### config.mk
export PLATFORM = sky130hd
export DESIGN_NAME = debounced_threshold_alarm_unit
export DESIGN_NICKNAME = d
export VERILOG_FILES = /design/src/design/dta_pkg.sv /design/src/design/dta_front.sv /design/src/design/dta_queue.sv /design/src/design/dta_back.sv /design/src/design/debounced_threshold_alarm_unit.sv
export SDC_FILE = /design/constraint.sdc
export NUM_CORES = 1
export LEC_CHECK = 0
export BUFFER_PORTS_ARGS = -buffer_cell sky130_fd_sc_hd__buf_2
export CAP_MARGIN = 20
export CORE_ASPECT_RATIO = 0.9
export CORE_MARGIN = 10
export CORE_UTILIZATION = 55
export CTS_BUF_LIST = sky130_fd_sc_hd__clkbuf_8 sky130_fd_sc_hd__clkbuf_16
export DETAILED_ROUTE_END_ITERATION = 8
export PLACE_DENSITY = 0.75
export SLEW_MARGIN = 0
export SYNTH_ARGS = -nofsm -noshare
export SYNTH_HDL_FRONTEND = slang
export SYNTH_SLANG_ARGS = --single-unit
### constraint.sdc
create_clock -name clk -period 8.3 [get_ports clk]
set_input_delay 2.49 -clock clk [delete_from_list [all_inputs] [get_ports clk]]
set_output_delay 2.49 -clock clk [all_outputs]
set_load 0.05 [all_outputs]
### src/design/dta_pkg.sv
// Shared types and constants for the debounced threshold alarm.
// No dependencies; imported by every module of the block.
package dta_pkg;

  // Alarm classes, as carried on the result fields
  localparam logic [1:0] CLASS_OK   = 2'd0;
  localparam logic [1:0] CLASS_WARN = 2'd1;
  localparam logic [1:0] CLASS_CRIT = 2'd2;

  // Configuration register indexes
  localparam int unsigned CFG_IDX_W = 3;
  localparam logic [CFG_IDX_W-1:0] REG_LOW_LIMIT         = 3'd0;
  localparam logic [CFG_IDX_W-1:0] REG_LOW_LIMIT_ENABLE  = 3'd1;
  localparam logic [CFG_IDX_W-1:0] REG_HIGH_LIMIT        = 3'd2;
  localparam logic [CFG_IDX_W-1:0] REG_HIGH_LIMIT_ENABLE = 3'd3;
  localparam logic [CFG_IDX_W-1:0] REG_TRIGGER_DELAY_MS  = 3'd4;
  localparam logic [CFG_IDX_W-1:0] REG_CLEAR_DELAY_MS    = 3'd5;

  localparam int unsigned CFG_DATA_W = 32;
  localparam logic [31:0] DEFAULT_DELAY_MS = 32'd4000;  // 4.0 s

  typedef struct packed {
    logic signed [23:0] sample_value;
    logic [31:0]        sample_time_ms;
  } in_beat_t;

  typedef struct packed {
    logic [1:0] alarm_status;
    logic [1:0] instant_class;
    logic [1:0] pending_class;
    logic       transition_active;
    logic       status_changed;
  } out_beat_t;

  // Classified sample, front to back
  typedef struct packed {
    logic [1:0]  cls;
    logic [31:0] time_ms;
  } cls_beat_t;

  typedef struct packed {
    logic signed [23:0] low_limit;
    logic               low_limit_enable;
    logic signed [23:0] high_limit;
    logic               high_limit_enable;
    logic [31:0]        trigger_delay_ms;
    logic [31:0]        clear_delay_ms;
  } cfg_t;

endpackage

### src/design/dta_front.sv
// Front stage: accepts sample beats and classifies them against the limits.
// Depends on dta_pkg.
module dta_front (
  input  logic              clk,
  input  logic              rst,
  input  dta_pkg::cfg_t     cfg,
  input  logic              in_valid,
  output logic              in_stall,
  input  dta_pkg::in_beat_t in_data,
  output logic              push,
  output dta_pkg::cls_beat_t push_data,
  input  logic              push_ready
);
  import dta_pkg::*;

  logic      fv;
  cls_beat_t fdata;
  logic [1:0] cls;
  logic       accept;

  // WARN wins when both limits trip
  always_comb begin
    if (cfg.low_limit_enable && (in_data.sample_value < cfg.low_limit)) begin
      cls = CLASS_WARN;
    end else if (cfg.high_limit_enable && (in_data.sample_value > cfg.high_limit)) begin
      cls = CLASS_CRIT;
    end else begin
      cls = CLASS_OK;
    end
  end

  assign in_stall  = fv && !push_ready;
  assign accept    = in_valid && !in_stall;
  assign push      = fv && push_ready;
  assign push_data = fdata;

  always_ff @(posedge clk) begin
    if (rst) begin
      fv <= 1'b0;
    end else if (accept) begin
      fv <= 1'b1;
    end else if (push) begin
      fv <= 1'b0;
    end
    if (accept) begin
      fdata.cls     <= cls;
      fdata.time_ms <= in_data.sample_time_ms;
    end
  end

endmodule

### src/design/dta_queue.sv
// Short FIFO of classified beats between front and back stages.
// Depends on dta_pkg.
module dta_queue #(
  parameter int unsigned DEPTH = 4
) (
  input  logic               clk,
  input  logic               rst,
  input  logic               push,
  input  dta_pkg::cls_beat_t push_data,
  output logic               push_ready,
  input  logic               pop,
  output logic               pop_valid,
  output dta_pkg::cls_beat_t pop_data
);
  import dta_pkg::*;

  localparam int unsigned PTR_W = (DEPTH > 1) ? $clog2(DEPTH) : 1;
  localparam int unsigned CNT_W = $clog2(DEPTH + 1);
  localparam logic [PTR_W-1:0] LAST = PTR_W'(DEPTH - 1);

  cls_beat_t        mem [DEPTH];
  logic [PTR_W-1:0] wr_ptr;
  logic [PTR_W-1:0] rd_ptr;
  logic [CNT_W-1:0] count;

  assign push_ready = (count != CNT_W'(DEPTH));
  assign pop_valid  = (count != '0);
  assign pop_data   = mem[rd_ptr];

  always_ff @(posedge clk) begin
    if (rst) begin
      wr_ptr <= '0;
      rd_ptr <= '0;
      count  <= '0;
    end else begin
      if (push) begin
        wr_ptr <= (wr_ptr == LAST) ? '0 : wr_ptr + 1'b1;
      end
      if (pop) begin
        rd_ptr <= (rd_ptr == LAST) ? '0 : rd_ptr + 1'b1;
      end
      if (push && !pop) begin
        count <= count + 1'b1;
      end else if (pop && !push) begin
        count <= count - 1'b1;
      end
    end
    if (push) begin
      mem[wr_ptr] <= push_data;
    end
  end

endmodule

### src/design/dta_back.sv
// Back stage: debounce state and the registered result beat.
// Depends on dta_pkg.
module dta_back (
  input  logic               clk,
  input  logic               rst,
  input  dta_pkg::cfg_t      cfg,
  input  logic               pop_valid,
  input  dta_pkg::cls_beat_t pop_data,
  output logic               pop,
  output logic               out_valid,
  input  logic               out_stall,
  output dta_pkg::out_beat_t out_data
);
  import dta_pkg::*;

  logic [1:0]  current_status, current_status_next;
  logic [1:0]  waiting_status, waiting_status_next;
  logic [31:0] transition_start_ms, transition_start_ms_next;
  logic        in_transition, in_transition_next;
  logic        changed;
  logic [31:0] elapsed;
  logic [31:0] need;
  logic        ov;
  out_beat_t   odata;

  assign pop       = pop_valid && (!ov || !out_stall);
  assign out_valid = ov;
  assign out_data  = odata;

  assign elapsed = pop_data.time_ms - transition_start_ms;
  assign need    = (pop_data.cls == CLASS_OK) ? cfg.clear_delay_ms : cfg.trigger_delay_ms;

  always_comb begin
    current_status_next      = current_status;
    waiting_status_next      = waiting_status;
    transition_start_ms_next = transition_start_ms;
    in_transition_next       = in_transition;
    changed                  = 1'b0;
    if (pop_data.cls == current_status) begin
      in_transition_next  = 1'b0;
      waiting_status_next = current_status;
    end else if (pop_data.cls == waiting_status) begin
      if (in_transition && (elapsed >= need)) begin
        current_status_next = waiting_status;
        in_transition_next  = 1'b0;
        changed             = 1'b1;
      end
    end else begin
      waiting_status_next      = pop_data.cls;
      transition_start_ms_next = pop_data.time_ms;
      in_transition_next       = 1'b1;
    end
  end

  always_ff @(posedge clk) begin
    if (rst) begin
      current_status      <= CLASS_OK;
      waiting_status      <= CLASS_OK;
      transition_start_ms <= '0;
      in_transition       <= 1'b0;
      ov                  <= 1'b0;
    end else begin
      if (pop) begin
        current_status      <= current_status_next;
        waiting_status      <= waiting_status_next;
        transition_start_ms <= transition_start_ms_next;
        in_transition       <= in_transition_next;
        ov                  <= 1'b1;
      end else if (!out_stall) begin
        ov <= 1'b0;
      end
    end
    if (pop) begin
      odata.alarm_status      <= current_status_next;
      odata.instant_class     <= pop_data.cls;
      odata.pending_class     <= waiting_status_next;
      odata.transition_active <= in_transition_next;
      odata.status_changed    <= changed;
    end
  end

endmodule

### src/design/debounced_threshold_alarm_unit.sv
// Top level of the debounced threshold alarm: config registers, front, queue, back.
// Depends on dta_pkg, dta_front, dta_queue and dta_back.
// Path: a sample beat accepted into the front register passes the queue and the back output
//   register before its result beat is valid.
// Throughput: one sample per cycle while out_stall is low; the back stage's single compare-and-subtract sets it.
// Reset (rst, synchronous): status OK, no transition, queue empty, limits 0 and
//   disabled, both delays 4000 ms.
module debounced_threshold_alarm_unit #(
  parameter int unsigned QUEUE_DEPTH = 4
) (
  input  logic                            clk,
  input  logic                            rst,
  // sample channel
  input  logic                            in_valid,
  output logic                            in_stall,
  input  dta_pkg::in_beat_t               in_data,
  // result channel
  output logic                            out_valid,
  input  logic                            out_stall,
  output dta_pkg::out_beat_t              out_data,
  // config write port
  input  logic                            cfg_we,
  input  logic [dta_pkg::CFG_IDX_W-1:0]   cfg_index,
  input  logic [dta_pkg::CFG_DATA_W-1:0]  cfg_data
);
  import dta_pkg::*;

  cfg_t      cfg;
  logic      push;
  logic      push_ready;
  cls_beat_t push_data;
  logic      pop;
  logic      pop_valid;
  cls_beat_t pop_data;

  // Config registers; writes must land only while the pipe is empty, as there is no shadowing;
  // the block itself does not enforce this. Unknown indexes are dropped.
  always_ff @(posedge clk) begin
    if (rst) begin
      cfg.low_limit         <= '0;
      cfg.low_limit_enable  <= 1'b0;
      cfg.high_limit        <= '0;
      cfg.high_limit_enable <= 1'b0;
      cfg.trigger_delay_ms  <= DEFAULT_DELAY_MS;
      cfg.clear_delay_ms    <= DEFAULT_DELAY_MS;
    end else if (cfg_we) begin
      case (cfg_index)
        REG_LOW_LIMIT:         cfg.low_limit         <= cfg_data[23:0];
        REG_LOW_LIMIT_ENABLE:  cfg.low_limit_enable  <= cfg_data[0];
        REG_HIGH_LIMIT:        cfg.high_limit        <= cfg_data[23:0];
        REG_HIGH_LIMIT_ENABLE: cfg.high_limit_enable <= cfg_data[0];
        REG_TRIGGER_DELAY_MS:  cfg.trigger_delay_ms  <= cfg_data[31:0];
        REG_CLEAR_DELAY_MS:    cfg.clear_delay_ms    <= cfg_data[31:0];
        default: begin
        end
      endcase
    end
  end

  // Front: take the sample, classify OK / WARN / CRIT
  dta_front u_front (
    .clk        (clk),
    .rst        (rst),
    .cfg        (cfg),
    .in_valid   (in_valid),
    .in_stall   (in_stall),
    .in_data    (in_data),
    .push       (push),
    .push_data  (push_data),
    .push_ready (push_ready)
  );

  // Queue decouples front stalls from back stalls
  dta_queue #(
    .DEPTH (QUEUE_DEPTH)
  ) u_queue (
    .clk        (clk),
    .rst        (rst),
    .push       (push),
    .push_data  (push_data),
    .push_ready (push_ready),
    .pop        (pop),
    .pop_valid  (pop_valid),
    .pop_data   (pop_data)
  );

  // Back: debounce timer and status commit, registered result beat
  dta_back u_back (
    .clk       (clk),
    .rst       (rst),
    .cfg       (cfg),
    .pop_valid (pop_valid),
    .pop_data  (pop_data),
    .pop       (pop),
    .out_valid (out_valid),
    .out_stall (out_stall),
    .out_data  (out_data)
  );

  // A commit always ends the running transition
  a_commit_ends_timer: assert property (@(posedge clk) disable iff (rst)
    out_valid && out_data.status_changed |-> !out_data.transition_active)
    else $error("status committed with transition still active");

  // With no timer running, the pending class tracks the status
  a_idle_pending_eq_status: assert property (@(posedge clk) disable iff (rst)
    out_valid && !out_data.transition_active |->
      out_data.pending_class == out_data.alarm_status)
    else $error("pending class differs from status with no transition");

  // A committed status is the class of the sample that committed it
  a_commit_matches_class: assert property (@(posedge clk) disable iff (rst)
    out_valid && out_data.status_changed |->
      out_data.instant_class == out_data.alarm_status)
    else $error("committed status differs from sample class");

  // Nothing reaches the output without first entering the queue
  a_pop_after_push: assert property (@(posedge clk) disable iff (rst)
    $rose(out_valid) |-> $past(pop_valid))
    else $error("result beat without queued sample");

endmodule
==> flow_metrics.env, run 1 <==
export IMPL_rsz0062_at_grt="false"
export IMPL_yosysUniqueCellTypes=63
export IMPL_cap_violations=0
export IMPL_cts_buffers=35
export IMPL_p_per_area_mw_per_mm2=370
export IMPL_worst_slack_ns=2.41
export IMPL_path_class="reg -> reg"
export IMPL_wl_per_cell_um=17.4
export IMPL_ys_seq_area_share_pct=53.5
export IMPL_final_setup_skew_ns=0.0115
export IMPL_hold_viol_final=0
export IMPL_crit_path_max_incr_delay_ns=0.97
export IMPL_start_kind="register"
export IMPL_firstDrtPassIters=5
export IMPL_globalplace_congestion=0.863
export IMPL_path_cells="mux4_2 > inv_1 > ha_1 > inv_1 > fa_1 > a21oi_1 > o211ai_1 > a31oi_1 > a21oi_2 > a31oi_4 > o21bai_1 > a21oi_1 > xnor2_1 > ha_1 > nand4_1 > or3_1 > or4_1 > a21oi_1 > nor3_2 > nor2_4 > mux2_1"
export IMPL_ctsHoldBuffers=0
export IMPL_overflow=0
export IMPL_initial_core_util_pct=55.6
export IMPL_yosys_most_used_dff="edfxtp_1"
export IMPL_synth_edff_count=178
export IMPL_track_usage_pct=19.2
export IMPL_drc=0
export IMPL_areaGrowthSynthToFinish_pct=12.5
export IMPL_routed_wl_um=34900
export IMPL_synth_top_area_share_pct=33.3
export IMPL_yosysMostFrequentCell="nand2_1"
export IMPL_clockBufferDepth=3
export IMPL_synth_area_sq_mm=0.0161
export IMPL_end_kind="register"
export IMPL_vias=11042
export IMPL_worstPathRequired_ns=8.55
export IMPL_power_ir_vdd_worst_uv=235
export IMPL_yosys_register_bits=340
export IMPL_async_flop_share_pct=0
export IMPL_num_antenna_cells=0
export IMPL_dp_hpwl_um=24100
export IMPL_coreArea_sq_mm=0.0289
export IMPL_relSlewSlack_pct=26.1
export IMPL_ant_nets=0
export IMPL_drive_gt1_share_pct=13.9
export IMPL_drv_slew=0
export IMPL_clk_latency_ns=0.51
export IMPL_tightestPinTransition_ns=1.10
export IMPL_antenna_found_initial=0
export IMPL_status="complete, no violations"
export IMPL_worst_path_most_repeated_cell="a21oi_1"
export IMPL_crit_path_max_fanout=20
export IMPL_post_cts_buffers=0
export IMPL_cpMaxStageDelayCell="dfxtp_1"
export IMPL_yosys_warnings=0
export IMPL_drt_iter0_drc=746
export IMPL_post_route_period_util_pct=71.0
export IMPL_yosysTopAreaCell="edfxtp_1"
export IMPL_cp_arrival_ns=6.15
export IMPL_fin_setup_tns_ns=0
export IMPL_netlist_instances=1492
export IMPL_grt_max_degree=114
export IMPL_dieArea_sq_mm=0.0364
export IMPL_htreeDepth=2
export IMPL_port_buffers=105
export IMPL_cts_tree="done"
export IMPL_clk_pin_slew_worst_paths_ns=0.06
export IMPL_dieWidth_um=200
export IMPL_r2r_slack_ns=2.41
export IMPL_vias_per_cell=5.51
export IMPL_period_minus_slack_ns=5.89
export IMPL_p_leak_nw=6.61
export IMPL_hp_class="reg -> reg"
export IMPL_max_freq_mhz=170
export IMPL_setup_viol=0
export IMPL_grt_pass1_vias=11284
export IMPL_die_h_um=182
export IMPL_cts_sinks=340
export IMPL_pin_count=106
export IMPL_num_rows=59
export IMPL_detailedPlace_worstSlack_ns=2.42
export IMPL_cts_resized=0
export IMPL_synth_common_cells="nand2_1 (322), a21oi_1 (187), edfxtp_1 (178), dfxtp_1 (162), ha_1 (117)"
export IMPL_cts_root_buffer="clkbuf_16"
export IMPL_syn_area_per_cell_sq_um=10.8
export IMPL_synth_fp_nets=1707
export IMPL_grt_pass1_wl_um=56500
export IMPL_layout_nets=1799
export IMPL_synth_area_leaders="edfxtp_1 (33%), dfxtp_1 (20%), ha_1 (9.1%)"
-- cell families after synthesis --
| kind of cell | share of synthesized area [%] |
|---|---|
| AO/OA/AOI/OAI | 10.7 |
| XOR/XNOR | 1.85 |
| adder cells (fa/ha/maj) | 9.37 |
| buffers and inverters | 4.03 |
| flip-flops | 53.5 |
| multiplexers | 7.76 |
| AND/OR/NAND/NOR | 12.8 |
-- final cells by class --
type	instances	area [sq um]
tap	396	495
clock buffer	41	981
multi-input combinational	993	6840
fill	2320	10800
clock inverter	21	136
inverter	94	353
sequential	340	8590
timing repair buffer	120	661
-- power breakdown --
group	internal, mW	switching (mW)
clock	0.899	0.614
combinational	1.31	1.79
sequential	1.96	0.121
total	4.17	2.52
-- metal layers --
metal / routed length, um / GRT usage, % / vias up
met2: 17200 / 32.5 / 242
met4: 629 / 4.99 / 0
met5: 0 / 0 / -
li1: - / - / 5467
met1: 15500 / 25.3 / 5285
met3: 1540 / 2.85 / 48
-- critical path: cells and delay by family (launching register included) --
family          cells  cell delay (ns)
compound gates      8             1.53
xor+xnor            1             0.08
fa+ha+maj           3             0.84
buf+inv             2             0.13
flops               1             0.97
mux                 2             0.77
simple gates        5             1.30
-- registers in the layout, indices dropped and copies added, names as in the netlist, named ones only --
name and count:
cfg 114, u_back.current_status 2, u_back.in_transition 1, u_back.out_data 8, u_back.out_valid 1, u_back.transition_start_ms 32, u_back.waiting_status 2, u_front.fv 1
u_front.push_data 34, u_queue.count 3, u_queue.mem 136, u_queue.rd_ptr 2, u_queue.wr_ptr 2
-- cell usage in the layout (no fill, tap or decap), drive strengths merged, types with 3 or more instances in the layout --
| cell | instances |
|---|---|
| a31oi | 4 |
| mux2i | 40 |
| xnor2 | 24 |
| o211ai | 5 |
| nand2 | 322 |
| o22ai | 3 |
| inv | 106 |
| nand4 | 18 |
| a21o | 30 |
| nand3b | 15 |
| nor3 | 14 |
| o21bai | 6 |
| nand2b | 10 |
| o21a | 3 |
| ha | 117 |
| or3 | 4 |
| a211oi | 7 |
| a311oi | 3 |
| dfxtp | 162 |
| xor2 | 10 |
| o21ai | 25 |
| clkbuf | 41 |
| nand3 | 13 |
| or2 | 4 |
| a211o | 3 |
| mux2 | 3 |
| mux4 | 36 |
| nor2 | 42 |
| buf | 120 |
| and2 | 8 |
| clkinv | 7 |
| edfxtp | 178 |
| and3 | 10 |
| a21oi | 188 |
| nor2b | 6 |
-- worst paths after layout --
kind / start / end / cells past startpoint
setup / recovery: register / u_back.out_data[7] / 21
hold / removal: cfg[86] / cfg[86] / 2
setup reg to reg: register / u_back.out_data[7] / 21
hold reg to reg: cfg[86] / cfg[86] / 2
-- through the flow --
| stage | utilization, % | power, mW | cell area [sq um] | hold WS (ns) | instances |
|---|---|---|---|---|---|
| after detailed placement | 58.6 | 5.18 | 16900 | 0.446 | 1942 |
| after floorplan | - | 4.54 | 16100 | 0.433 | 1492 |
| after CTS | 62.5 | 6.73 | 18000 | 0.454 | 2004 |
| final | 62.6 | 6.69 | 18100 | 0.453 | 2005 |
| after global placement | 58.6 | 5.09 | 16900 | 0.439 | 1942 |
| after global routing | 62.6 | 7.19 | 18100 | 0.465 | 2005 |
Note: power is estimated with default switching activity, not from simulation.
==> run 2, diff against run 1 <==
--- a/config.mk
+++ b/config.mk
@@ -5,6 +5,7 @@
 export SDC_FILE = /design/constraint.sdc
 export NUM_CORES = 1
 export LEC_CHECK = 0
+export ABC_AREA = 1
 export BUFFER_PORTS_ARGS = -buffer_cell sky130_fd_sc_hd__buf_2
 export CAP_MARGIN = 20
 export CORE_ASPECT_RATIO = 0.9
@@ -12,7 +13,7 @@
 export CORE_UTILIZATION = 55
 export CTS_BUF_LIST = sky130_fd_sc_hd__clkbuf_8 sky130_fd_sc_hd__clkbuf_16
 export DETAILED_ROUTE_END_ITERATION = 8
-export PLACE_DENSITY = 0.75
+export PLACE_DENSITY = 0.78
 export SLEW_MARGIN = 0
 export SYNTH_ARGS = -nofsm -noshare
 export SYNTH_HDL_FRONTEND = slang
==> constraint.sdc (replaced) <==
create_clock -name clk -period 5.2 [get_ports clk]
set_input_delay 1.56 -clock clk [delete_from_list [all_inputs] [get_ports clk]]
set_output_delay 1.56 -clock clk [all_outputs]
set_load 0.05 [all_outputs]
==> flow_metrics.env, run 2 <==
export IMPL_status="complete, no violations"
export IMPL_cts_tree="done"
export IMPL_grt_pass1_wl_um=63500
export IMPL_final_setup_skew_ns=0.0238
export IMPL_num_antenna_cells=0
export IMPL_drc=0
export IMPL_pwr_share_comb_pct=54.0
export IMPL_post_route_period_util_pct=88.3
export IMPL_final_core_util_pct=63.4
export IMPL_die_h_um=184
export IMPL_coreArea_sq_mm=0.0292
export IMPL_worst_path_most_repeated_cell="nand2_1"
export IMPL_num_rows=59
export IMPL_tightestPinTransition_ns=0.957
export IMPL_drt_iter0_drc=907
export IMPL_cap_violations=0
export IMPL_routed_top_layer="met5"
export IMPL_yosysMostFrequentCell="nor2_1"
export IMPL_yosys_register_bits=340
export IMPL_met3_length_um=1990
export IMPL_synth_area_leaders="edfxtp_1 (33%), dfxtp_1 (20%), ha_1 (8.9%)"
export IMPL_p_leak_nw=7.66
export IMPL_hold_ws_ns=0.457
export IMPL_syn_area_per_cell_sq_um=9.38
export IMPL_grt_max_degree=69
export IMPL_path_class="reg -> reg"
export IMPL_setup_viol=0
export IMPL_netlist_instances=1747
export IMPL_dieArea_sq_mm=0.0371
export IMPL_synth_common_cells="nor2_1 (273), o21ai_0 (202), nand2_1 (195), edfxtp_1 (178), inv_1 (172)"
export IMPL_crit_path_max_incr_delay_ns=0.41
export IMPL_period_minus_slack_ns=4.59
export IMPL_cts_sinks=340
export IMPL_synth_top_area_share_pct=32.6
export IMPL_end_kind="register"
export IMPL_yosysUniqueCellTypes=45
export IMPL_p_per_area_mw_per_mm2=671
export IMPL_power_mw=12.4
export IMPL_globalplace_congestion=0.891
export IMPL_initial_core_util_pct=56.2
export IMPL_yosys_most_used_dff="edfxtp_1"
export IMPL_met2_length_um=18600
export IMPL_stdcell_count=2261
export IMPL_hp_class="reg -> reg"
export IMPL_drv_slew=0
export IMPL_layout_nets=2055
export IMPL_clockPowerShare_pct=19.7
export IMPL_vias_per_cell=5.54
export IMPL_power_switching_mw=5.46
export IMPL_areaGrowthSynthToFinish_pct=12.7
export IMPL_final_common_cell="nor2_1"
export IMPL_cp_arrival_ns=4.85
export IMPL_cpMaxStageDelayCell="inv_2"
export IMPL_ctsHoldBuffers=0
export IMPL_seqPwrFrac_pct=26.4
export IMPL_largest_reg_flops=136
export IMPL_max_freq_mhz=218
export IMPL_routed_wl_um=39200
export IMPL_place_area_sq_mm=0.0173
export IMPL_htreeDepth=2
export IMPL_m1WireLength_um=17600
export IMPL_fin_setup_tns_ns=0
export IMPL_start_kind="register"
export IMPL_ys_seq_area_share_pct=52.4
export IMPL_vias=12519
export IMPL_synth_fp_nets=1962
export IMPL_track_usage_pct=20.8
export IMPL_grt_pass1_vias=12478
export IMPL_multi_input_area_sq_mm=0.00684
export IMPL_mostFrequentLayoutCells="nor2_1 (267), o21ai_0 (202), nand2_1 (194)"
export IMPL_drive_gt1_share_pct=12.4
export IMPL_clk_pin_slew_worst_paths_ns=0.06
export IMPL_worstPathRequired_ns=5.46
export IMPL_hold_viol_final=0
export IMPL_yosysTopAreaCell="edfxtp_1"
export IMPL_filler_cell_count=2365
export IMPL_worst_slack_ns=0.611
export IMPL_cts_resized=0
export IMPL_ant_nets=0
export IMPL_rsz0062_at_grt="false"
export IMPL_crit_path_max_fanout=35
export IMPL_synth_edff_count=178
export IMPL_post_cts_buffers=0
export IMPL_antenna_found_initial=2
export IMPL_cts_buffers=35
export IMPL_wl_per_cell_um=17.3
export IMPL_port_buffers=105
export IMPL_largest_register="u_queue.mem"
export IMPL_clockBufferDepth=3
export IMPL_relSlewSlack_pct=36.1
export IMPL_firstDrtPassIters=6
export IMPL_p_sw_share_pct=44.0
export IMPL_yosys_warnings=0
export IMPL_detailedPlace_worstSlack_ns=0.699
export IMPL_cellInternalPower_mw=6.94
export IMPL_path_cells="inv_2 > buf_12 > o21ai_0 > o22ai_1 > ha_1 > a21oi_1 > inv_1 > a21oi_1 > o21ai_0 > a21oi_1 > nand2_1 > xor2_1 > ha_1 > nand2_1 > nor2_1 > nand4_1 > nor2_1 > nand4_1 > nand3_1 > nand2_1 > nand2_1 > nand2_1"
export IMPL_async_flop_share_pct=0
export IMPL_dieWidth_um=202
export IMPL_power_ir_vdd_worst_uv=452
export IMPL_regArea_sq_mm=0.00859
export IMPL_pin_count=106
export IMPL_overflow=0
export IMPL_clk_latency_ns=0.51
export IMPL_place_inst=2197
export IMPL_cts_root_buffer="clkbuf_16"
export IMPL_design_area_sq_mm=0.0185
export IMPL_dp_hpwl_um=27600
export IMPL_synth_area_sq_mm=0.0164
==> run 2: cell count changes after synthesis, sizes merged, moves of 36 or more <==
cell / change
a21oi: -48
mux4: -36
o21ai: +180
nand2: -122
inv: +80
nor2: +232
==> run 2: worst paths after layout <==
path	start	to	slack, ns	cells after the start
worst min register to register	cfg[83]	cfg[83]	0.46	2
worst max register to register	register	u_back.out_data[7]	0.61	22
worst max-delay path	register	u_back.out_data[7]	0.61	22
worst min-delay path	cfg[83]	cfg[83]	0.46	2
==> run 2: per-layer routing <==
layer	vias to the layer above	GRT usage, %
met2	360	34.6
met4	4	6.61
met5	-	0
met1	5895	27.3
li1	6186	-
met3	74	3.22
==> run 2: cell type report <==
cell class | instances | area share (%)
repair buffers | 125 | 4.08
well taps | 396 | 2.68
clock buffers | 39 | 5.04
flip-flops and latches | 340 | 46.5
inverters | 175 | 3.63
clock inverters | 23 | 1.02
multi-input cells | 1163 | 37.0
==> run 2: worst max-delay path, delay by kind of cell, from the launching register on <==
kind / cells / cell delay (ns)
flops: 1 / 0.34
compound gates: 6 / 1.14
buf+inv: 3 / 0.73
simple gates: 10 / 1.26
fa+ha+maj: 2 / 0.66
xor+xnor: 1 / 0.18
==> run 2: power groups by stage <==
stage                     Clock, mW  Combinational, mW  Sequential, mW
after CTS                      2.48               6.69            3.27
after global routing           2.57               7.55            3.30
after floorplan                   0               4.94            3.42
final                          2.44               6.69            3.27
after global placement            0               6.50            3.31
after detailed placement          0               6.63            3.32
==> run 2: cell families (layout without fill, tap and decap cells) <==
logic type / count (synthesis) / count (layout) / synth area share [%]
compound gates: 430 / 430 / 15.2
xor+xnor: 32 / 32 / 1.71
fa+ha+maj: 119 / 119 / 9.18
buf+inv: 244 / 362 / 5.96
flops: 340 / 340 / 52.4
mux: 32 / 32 / 1.96
simple gates: 550 / 550 / 13.6
==> run 3, diff against run 2 <==
--- a/config.mk
+++ b/config.mk
@@ -14,6 +14,7 @@
 export CTS_BUF_LIST = sky130_fd_sc_hd__clkbuf_8 sky130_fd_sc_hd__clkbuf_16
 export DETAILED_ROUTE_END_ITERATION = 8
 export PLACE_DENSITY = 0.78
+export SETUP_SLACK_MARGIN = 0.5
 export SLEW_MARGIN = 0
 export SYNTH_ARGS = -nofsm -noshare
 export SYNTH_HDL_FRONTEND = slang
==> constraint.sdc (replaced) <==
create_clock -name clk -period 3.9 [get_ports clk]
set_input_delay 1.17 -clock clk [delete_from_list [all_inputs] [get_ports clk]]
set_output_delay 1.17 -clock clk [all_outputs]
set_load 0.05 [all_outputs]
==> flow_metrics.env, run 3 (synthesis gave the netlist of run 2 again) <==
export IMPL_grt_max_degree=125
export IMPL_layout_nets=2187
export IMPL_routed_wl_um=40800
export IMPL_r2r_slack_ns=-0.04
export IMPL_rsz0062_at_grt="true"
export IMPL_grt_pass1_wl_um=64300
export IMPL_period_minus_slack_ns=3.94
export IMPL_violations="setup timing"
export IMPL_hp_class="reg -> reg"
export IMPL_clk_pin_slew_worst_paths_ns=0.06
export IMPL_die_h_um=184
export IMPL_tightestPinTransition_ns=0.835
export IMPL_num_rows=59
export IMPL_status="complete, but fails checks"
export IMPL_final_core_util_pct=69.7
export IMPL_mostFrequentLayoutCells="nor2_1 (249), edfxtp_1 (178), nand2_1 (177)"
export IMPL_max_freq_mhz=254
export IMPL_grt_met3_usage_pct=2.94
export IMPL_hold_viol_final=0
export IMPL_globalplace_congestion=0.891
export IMPL_start_kind="register"
export IMPL_port_buffers=105
export IMPL_cp_arrival_ns=4.20
export IMPL_fin_setup_tns_ns=-0.0551
export IMPL_relSlewSlack_pct=44.3
export IMPL_firstDrtPassIters=6
export IMPL_grtUsageMet2_pct=36.7
export IMPL_largest_register="u_queue.mem"
export IMPL_drive_gt1_share_pct=24.1
export IMPL_vias_per_cell=5.44
export IMPL_largest_reg_flops=136
export IMPL_dp_hpwl_um=28200
export IMPL_drv_slew=0
export IMPL_wl_per_cell_um=17.0
export IMPL_cts_buffers=36
export IMPL_ctsHoldBuffers=0
export IMPL_setup_viol=3
export IMPL_dieArea_sq_mm=0.0371
export IMPL_stdcell_count=2395
export IMPL_num_antenna_cells=0
export IMPL_final_setup_skew_ns=0.0216
export IMPL_cts_tree="done"
export IMPL_clk_latency_ns=0.52
export IMPL_coreArea_sq_mm=0.0292
export IMPL_antenna_found_initial=1
export IMPL_worstPathRequired_ns=4.16
export IMPL_ant_nets=0
export IMPL_dieWidth_um=202
export IMPL_track_usage_pct=21.0
export IMPL_place_inst=2302
export IMPL_clockBufferDepth=3
export IMPL_initial_core_util_pct=56.2
export IMPL_p_per_area_mw_per_mm2=994
export IMPL_filler_cell_count=2136
export IMPL_cts_root_buffer="clkbuf_16"
export IMPL_vias=13040
export IMPL_areaGrowthSynthToFinish_pct=24.0
export IMPL_pin_count=106
export IMPL_cap_violations=0
export IMPL_cts_sinks=340
export IMPL_power_ir_vdd_worst_uv=883
export IMPL_htreeDepth=2
export IMPL_place_area_sq_mm=0.0182
export IMPL_p_leak_nw=8.49
export IMPL_worst_slack_ns=-0.0363
export IMPL_overflow=0
export IMPL_grt_busiest_layer="met2"
export IMPL_hold_ws_ns=0.457
export IMPL_drc=0
export IMPL_drt_iter0_drc=930
export IMPL_grt_pass1_vias=12827
export IMPL_post_route_period_util_pct=101
export IMPL_path_class="reg -> reg"
export IMPL_met1_usage_pct=26.8
export IMPL_design_area_sq_mm=0.0203
export IMPL_final_common_cell="nor2_1"
export IMPL_end_kind="register"
export IMPL_crit_path_max_fanout=5
==> run 3: cell count changes in the layout (fill, tap and decap cells not counted), moves of 12 or more <==
| cell | previous run | this run |
|---|---|---|
| buf_4 | 15 | 132 |
| o22ai_1 | 30 | 15 |
| nor2_2 | 7 | 22 |
| a21oi_2 | 1 | 19 |
| o21ai_1 | 3 | 32 |
| nand2_1 | 194 | 177 |
| o21ai_0 | 202 | 165 |
| nor2_1 | 267 | 249 |
| o22ai_2 | 0 | 15 |
| nand2_2 | 6 | 21 |
| ha_1 | 117 | 105 |
| a21oi_1 | 139 | 118 |
==> run 3: worst max-delay path, cell delays in order (launching register included) <==
cell and delay (ns):
dfxtp_4 0.39, buf_12 0.14, clkbuf_16 0.15, o21ai_0 0.19
o22ai_1 0.15, ha_1 0.37, nand2_2 0.13, a21oi_1 0.05
nor2_1 0.16, buf_4 0.13, o21ai_0 0.07, a211oi_1 0.26
nand2_1 0.11, xor2_1 0.15, ha_1 0.29, nand2_1 0.08
nor2_2 0.10, nand2_2 0.07, nor2_2 0.11, nand4_1 0.18
nand4_1 0.24, nand2_1 0.12
==> run 3: power by group <==
| group | internal [mW] | total [mW] | switching, mW | leakage (nW) |
|---|---|---|---|---|
| Clock | 2.03 | 3.42 | 1.39 | 0.599 |
| Sequential | 4.21 | 4.39 | 0.181 | 2.97 |
| Combinational | 5.39 | 12.4 | 7.01 | 4.92 |
==> run 3: final timing paths <==
path              startpoint                  to  cells after the start
setup / recovery    register  u_back.out_data[1]                     21
hold reg to reg       cfg[7]              cfg[7]                      2
setup reg to reg    register  u_back.out_data[1]                     21
hold / removal        cfg[7]              cfg[7]                      2
==> run 3: layout make-up <==
class                      instances  area [sq um]  area share [%]
clock buffer                      38           940            4.62
clock inverter                    27           255            1.26
inverter                         175           674            3.32
multi-input combinational       1163          7460            36.7
sequential                       340          8590            42.3
tap                              396           495            2.44
timing repair buffer             256          1910            9.39
==> run 3: layer usage <==
| layer | vias to the layer above | wire length [um] |
|---|---|---|
| li1 | 6456 | - |
| met1 | 6180 | 17800 |
| met2 | 339 | 20400 |
| met3 | 63 | 1850 |
| met4 | 2 | 748 |
| met5 | - | 9 |
==> run 3: per-stage QoR <==
| stage | setup slack (ns) | power (mW) |
|---|---|---|
| 2_1_floorplan | 0.370 | 11.3 |
| 3_3_place_gp | -0.128 | 14.8 |
| 3_5_place_dp | -0.222 | 15.0 |
| 4_1_cts | 0.0125 | 19.1 |
| 5_1_grt | -0.244 | 21.7 |
| 6_report | -0.0363 | 20.2 |
==> run 3: repair_timing <==
| action | in CTS | in global routing |
|---|---|---|
| cloned | 1 | 3 |
| endpoints found under the setup margin | 7 | 7 |
| buffers inserted | 9 | 13 |
| resized for setup | 78 | 78 |
| pin swaps | 25 | 35 |
